### src/design/rpdf_pkg.sv
package rpdf_pkg;

  localparam int DIST_W   = 25;
  localparam int SQ_W     = 2 * DIST_W;
  localparam int REQ_W    = 2;
  localparam int STATUS_W = 2;
  localparam int CFG_IDX_W = 1;

  localparam logic [DIST_W-1:0] MAX_DIST_RESET = 25'd23726566;

  // request kinds carried on in_tuser
  localparam logic [REQ_W-1:0] REQ_LOAD   = 2'd0;
  localparam logic [REQ_W-1:0] REQ_QUERY  = 2'd1;
  localparam logic [REQ_W-1:0] REQ_CLEAR  = 2'd2;
  localparam logic [REQ_W-1:0] REQ_UNUSED = 2'd3;

  // result status carried on out_tuser
  localparam logic [STATUS_W-1:0] STAT_LOAD_OK = 2'd0;
  localparam logic [STATUS_W-1:0] STAT_FULL    = 2'd1;
  localparam logic [STATUS_W-1:0] STAT_MATCH   = 2'd2;
  localparam logic [STATUS_W-1:0] STAT_NONE    = 2'd3;

  // configuration register indexes
  localparam logic [CFG_IDX_W-1:0] CFG_MAX_DISTANCE  = 1'd0;
  localparam logic [CFG_IDX_W-1:0] CFG_CUTOFF_ENABLE = 1'd1;

  typedef enum logic [3:0] {
    ST_IDLE,
    ST_RESP,
    ST_MD,
    ST_RD,
    ST_DX,
    ST_DY,
    ST_SUM,
    ST_SQRT,
    ST_EMIT,
    ST_FIN
  } state_t;

endpackage

### src/design/rpdf_isqrt.sv
module rpdf_isqrt
  import rpdf_pkg::*;
(
  input  logic              clk,
  input  logic              rst_n,
  input  logic              start,
  input  logic [SQ_W-1:0]   value,
  output logic              busy,
  output logic [DIST_W-1:0] root
);

  localparam logic [SQ_W-1:0] BIT_INIT = SQ_W'(1) << (SQ_W - 2);

  logic            busy_r;
  logic [SQ_W-1:0] n_r;
  logic [SQ_W-1:0] res_r;
  logic [SQ_W-1:0] bit_r;
  logic [SQ_W:0]   trial;
  logic            take;

  // one result bit per cycle, restoring form
  assign trial = {1'b0, res_r} + {1'b0, bit_r};
  assign take  = {1'b0, n_r} >= trial;

  always_ff @(posedge clk) begin
    if (!rst_n) begin
      busy_r <= 1'b0;
    end else if (start) begin
      busy_r <= 1'b1;
    end else if (busy_r && bit_r[0]) begin
      busy_r <= 1'b0;
    end
  end

  always_ff @(posedge clk) begin
    if (start) begin
      n_r   <= value;
      res_r <= '0;
      bit_r <= BIT_INIT;
    end else if (busy_r) begin
      if (take) begin
        n_r   <= n_r - trial[SQ_W-1:0];
        res_r <= (res_r >> 1) + bit_r;
      end else begin
        res_r <= res_r >> 1;
      end
      bit_r <= bit_r >> 2;
    end
  end

  assign busy = busy_r;
  assign root = res_r[DIST_W-1:0];

endmodule

### config.mk
export PLATFORM = sky130hd
export DESIGN_NAME = rpdf_isqrt
export DESIGN_NICKNAME = d
export VERILOG_FILES = /design/src/design/rpdf_pkg.sv /design/src/design/rpdf_isqrt.sv
export SDC_FILE = /design/constraint.sdc
export NUM_CORES = 1
export LEC_CHECK = 0
export ABC_AREA = 1
export BUFFER_PORTS_ARGS = -buffer_cell sky130_fd_sc_hd__buf_2
export CAP_MARGIN = 20
export CORE_UTILIZATION = 40
export DETAILED_ROUTE_END_ITERATION = 8
export PLACE_DENSITY = 0.58
export SLEW_MARGIN = 20
export SYNTH_ARGS = -nofsm -noshare
export SYNTH_HDL_FRONTEND = slang
export SYNTH_SLANG_ARGS = --single-unit
export TNS_END_PERCENT = 1
### constraint.sdc
create_clock -name clk -period 5.8 [get_ports clk]
set_input_delay 1.16 -clock clk [delete_from_list [all_inputs] [get_ports clk]]
set_output_delay 1.16 -clock clk [all_outputs]
set_load 0.05 [all_outputs]
# Yosys cells after proc, flatten, opt, wreduce, memory -nomap -nowiden
# Index checks and enable logic that the tools add are counted.
# W data, S select, Z words.
[totals]
regBits = 126
inputBits = 53
elab_cells = 19
[op_classes]
add_sub_neg = 3
n_lt_le_gt_ge = 1
mux = 6
reduce_logical = 5
[op_table]
columns = ["op", "count"]
rows = [
  ["$mux W50", 4],
  ["$add A50 B49 Y51", 1],
  ["$ge A50 B51 Y1", 1],
  ["$add A49 B49 Y50", 1],
  ["$sub A50 B50 Y50", 1],
  ["$reduce_bool A2 Y1", 3],
  ["$mux W1", 2],
  ["$reduce_and A2 Y1", 1],
  ["$logic_and A1 B1 Y1", 1],
]

# Longest topological paths before layout
[logic_depth]
word_depth = 5
depth_mapped = 32

# Worst setup path after synthesis
# No wires, ideal clock.
[synth_timing]
path_kind = "register to register"
from = "register res_r[14]"
to = "register n_r[0] (enable)"
setup_ns = 0.409
t_arrival_ns = 4.598
required_time_ns = 5.391
path_slack_ns = 0.794
path_stages_with_launch = 24
path_buffers = 1
cell_sequence = "dfxtp_1 ha_1 nand2_1 o21ai_0 inv_1 nor2_1 inv_1 o211ai_1 a21oi_1 o21ai_0 a21oi_1 xor2_1 ha_1 nand2_1 nor2_1 nand2_1 nor4_2 nand3_1 nand3_2 nand3_4 nand2_4 buf_4 nand2_1 nand2_1"
[synth_between]
elab_chain_cells = 4
[synth_rtl]
columns = ["item", "line_no", "text"]
rows = [
  ["start: declaration", "rpdf_isqrt.sv:16", "logic [SQ_W-1:0] res_r;"],
  ["start signal: assignment", "rpdf_isqrt.sv:43", "res_r <= (res_r >> 1) + bit_r;"],
  ["start signal: assignment", "rpdf_isqrt.sv:45", "res_r <= res_r >> 1;"],
  ["$add A50 B49 Y51", "rpdf_isqrt.sv:22", "assign trial = {1'b0, res_r} + {1'b0, bit_r};"],
  ["$ge A50 B51 Y1", "rpdf_isqrt.sv:23", "assign take = {1'b0, n_r} >= trial;"],
  ["$reduce_bool A2 Y1 (no line)", "--", ""],
  ["$reduce_and A2 Y1 (no line)", "--", ""],
  ["end signal: assignment", "rpdf_isqrt.sv:37", "n_r <= value;"],
  ["end signal: assignment", "rpdf_isqrt.sv:42", "n_r <= n_r - trial[SQ_W-1:0];"],
  ["end: declaration", "rpdf_isqrt.sv:15", "logic [SQ_W-1:0] n_r;"],
]
# Every way passes these cells.
# A chain may end at the register's enable or synchronous reset.

# Worst setup path in the final report
[layout_timing]
from = "register bit_r[10]"
to = "register res_r[20]"
[layout_between]
elab_chain_cells = 3
word_cells_on_any_way = 4
[layout_rtl]
columns = ["item", "line_no", "text"]
rows = [
  ["start: declaration", "rpdf_isqrt.sv:17", "logic [SQ_W-1:0] bit_r;"],
  ["start signal: assignment", "rpdf_isqrt.sv:47", "bit_r <= bit_r >> 2;"],
  ["$add A50 B49 Y51", "rpdf_isqrt.sv:22", ""],
  ["$ge A50 B51 Y1", "rpdf_isqrt.sv:23", ""],
  ["$mux W50 *", "rpdf_isqrt.sv:41", "if (take) begin"],
]
# Mark *: on every way between the ends. The rest lies on a longest branch, timed or not.

==> impl_metrics.tcl <==
set metrics [dict create \
    post_route_cells_drive_above_1_share_pct 7.41 \
    synth_ff_type "dfxtp_1" \
    cp-startpoint "bit_r[10]" \
    setup_viol 0 \
    fin_crit_ns 5.17 \
    synthMuxAreaShare_pct 0 \
    synth_compound_area_share_pct 17.9 \
    finalMaxSlewViolations 0 \
    ioPinCount 79 \
    die_x_um 188 \
    yosys.area_share.simple_pct 33.0 \
    hold_start "res_r[0]" \
    synth_nets 2408 \
    synth_xor_area_share_pct 6.68 \
    wire_per_inst_um 17.8 \
    portBuffers 78 \
    synth.avg_cell_area_um2 6.17 \
    fp-row-count 67 \
    post-synth-top-area-cell "nand2_1" \
    cts_buffer_depth 2 \
    synth_top_family_by_area "simple AND/OR/NAND/NOR gates" \
    drtIter0Drc 1169 \
    tns_ns 0 \
    grtUsageTotal_pct 27.8 \
    syn_inst 2252 \
    final_cell_mix "550 x nand2_1, 288 x inv_1, 239 x nor2_1" \
    antenna_found_initial 0 \
    max_freq_mhz 194 \
    cp_max_fo 50 \
    hp-class "reg2reg" \
    cts_tree "done" \
    ys_seq_area_share_pct 21.7 \
    rsz0062_at_grt "no" \
    die_h_um 188 \
    start_kind "flop" \
    synth_cell_type_count 50 \
    fill_cells 3747 \
    grt_first_pass_wirelength_um 77200 \
    routed_wl_um 48700 \
    grt-ovfl-total 0 \
    gp_congestion 0.979 \
    synthesis.area_um2 13900 \
    worstSetupPathType "reg2reg" \
    cp_slowest_cell "buf_4" \
    outcome "completed" \
    cts-root-buf "clkbuf_16" \
    critPathCaptureType "flop" \
    path_clk_slew_ns 0.06 \
    critical_path.most_common_cell "nand2_1" \
    fin_nets 2436 \
    tightest_slew_ns 0.855 \
    async_flop_share_pct 0 \
    finalClockSkew_ns 0.00733 \
    vdd_drop_max_v 0.000326 \
    post-cts-setup-buffers 0 \
    arrival_ns 5.46 \
    synth_seq_cells 126 \
    area_growth_pct 8.46 \
    grt_max_degree 75 \
    leakagePower_nw 6.43 \
    cap_violations 0 \
    cts_max_level 4 \
    avgViaCountPerCell 5.40 \
    cts-buffers-inserted 17 \
    post-route-drc-count 0 \
    clock_latency_ns 0.45 \
    ant_nets 0 \
    clock_sinks 126 \
    synth_edf_count 50 \
    synthAdderAreaFrac_pct 9.33 \
    finalHoldViolations 0 \
    layout_commonest_cell "nand2_1" \
    initial_core_util_pct 41.0 \
    yosys.area.top_type_share_pct 14.9 \
    core-area_um2 33900 \
    num_vias 14800 \
    fin_crit_sh_pct 89.1 \
    slew_headroom_pct 43.0 \
    synth_warnings 0 \
    synthTopCellsByArea "nand2_1 15%, dfxtp_1 11%, edfxtp_1 11%, ha_1 9.2%, inv_1 7.8%" \
    slowest_delay_ns 0.49 \
    first_pass_iters 6 \
    cts.hold.buffers_added 0 \
    cts_resized 0 \
    grt_pass1_vias 14300 \
    fp.dieArea_um2 35500 \
    final_util_pct 44.5 \
    powerDensity_nw_per_um2 397 \
    dp_hpwl_um 38900 \
    worstPathRequired_ns 6.10 \
    reg2reg_from "bit_r[10]" \
]
cells in the mapped netlist, types with 3 or more instances:
cell / instances
dfxtp_1: 76
inv_1: 289
edfxtp_1: 50
o211ai_1: 3
xor2_1: 62
nand4_1: 21
clkbuf_1: 40
nor3_1: 19
o21bai_1: 15
nand2_1: 551
buf_1: 3
o21ai_2: 3
o31ai_1: 3
or2_2: 18
a31oi_1: 15
nand2_4: 3
xnor2_1: 44
buf_2: 10
a21boi_0: 4
ha_1: 102
o21a_1: 9
o21ai_1: 20
nand3_1: 189
nor2_2: 3
nor2_1: 239
a21oi_1: 194
o2111ai_1: 4
nand3b_1: 4
a21o_1: 17
and3_1: 4
buf_6: 6
buf_4: 27
a211oi_1: 5
o21ai_0: 159
nand2_2: 7
nor4_1: 13
and2_1: 4
layer usage:
metal | GRT usage, % | share of wire, % | vias up
li1 | - | - | 7463
met1 | 39.4 | 49 | 6904
met2 | 44.7 | 45 | 403
met3 | 3.37 | 4.7 | 43
met4 | 6.42 | 1.7 | 0
met5 | 0 | 0 | -
where the power goes:
part / switching (W) / leakage, nW / internal (W)
logic: 0.00233 / 5.03 / 0.00118
clock network: 0.000461 / 0.272 / 0.000603
registers: 0.000201 / 1.13 / 0.00120
total: 0.00300 / 6.43 / 0.00298
sequential cells by signal, summed over array words and instances (netlist names):
name,flops
n_r,50
res_r,50
bit_r,25
busy,1
worst max-delay path: cells and delay by family, from the launching register on:
family	cells	cell delay [ns]
XOR/XNOR	1	0.19
flip-flops	1	0.35
AND/OR/NAND/NOR	17	1.56
adder cells (fa/ha/maj)	2	0.75
AO/OA/AOI/OAI	6	1.43
buffers and inverters	3	0.70
logic make-up after synthesis:
family,Yosys count
compound gates,457
xor+xnor,106
fa+ha+maj,103
buf+inv,377
flops,126
simple gates,1083
cell type report:
cell class,instances,area (um2),area share [%]
Tap cell,448,561,3.72
Timing Repair Buffer,95,533,3.54
Antenna cell,1,2.50,0.0166
Sequential cell,126,3020,20.1
Clock inverter,12,111,0.739
Clock buffer,20,447,2.96
Inverter,291,1090,7.25
Multi-Input combinational cell,1749,9310,61.7
path summary, 6_finish.rpt:
path	end	cells past startpoint	slack, ns
setup / recovery	res_r[20]	29	0.63
setup reg to reg	res_r[20]	29	0.63
hold reg to reg	res_r[0]	2	0.49
hold / removal	res_r[0]	2	0.49
through the flow:
step	instances	total power, W	area, um2	hold slack (ns)	worst slack (ns)
2_1_floorplan	2252	0.00399	13900	0.463	0.794
3_3_place_gp	2709	0.00485	14500	0.470	0.710
3_5_place_dp	2709	0.00487	14500	0.484	0.721
4_1_cts	2741	0.00596	15100	0.493	0.693
5_1_grt	2741	0.00650	15100	0.510	0.189
6_report	2742	0.00598	15100	0.491	0.632
Note: power is estimated with default switching activity, not from simulation.
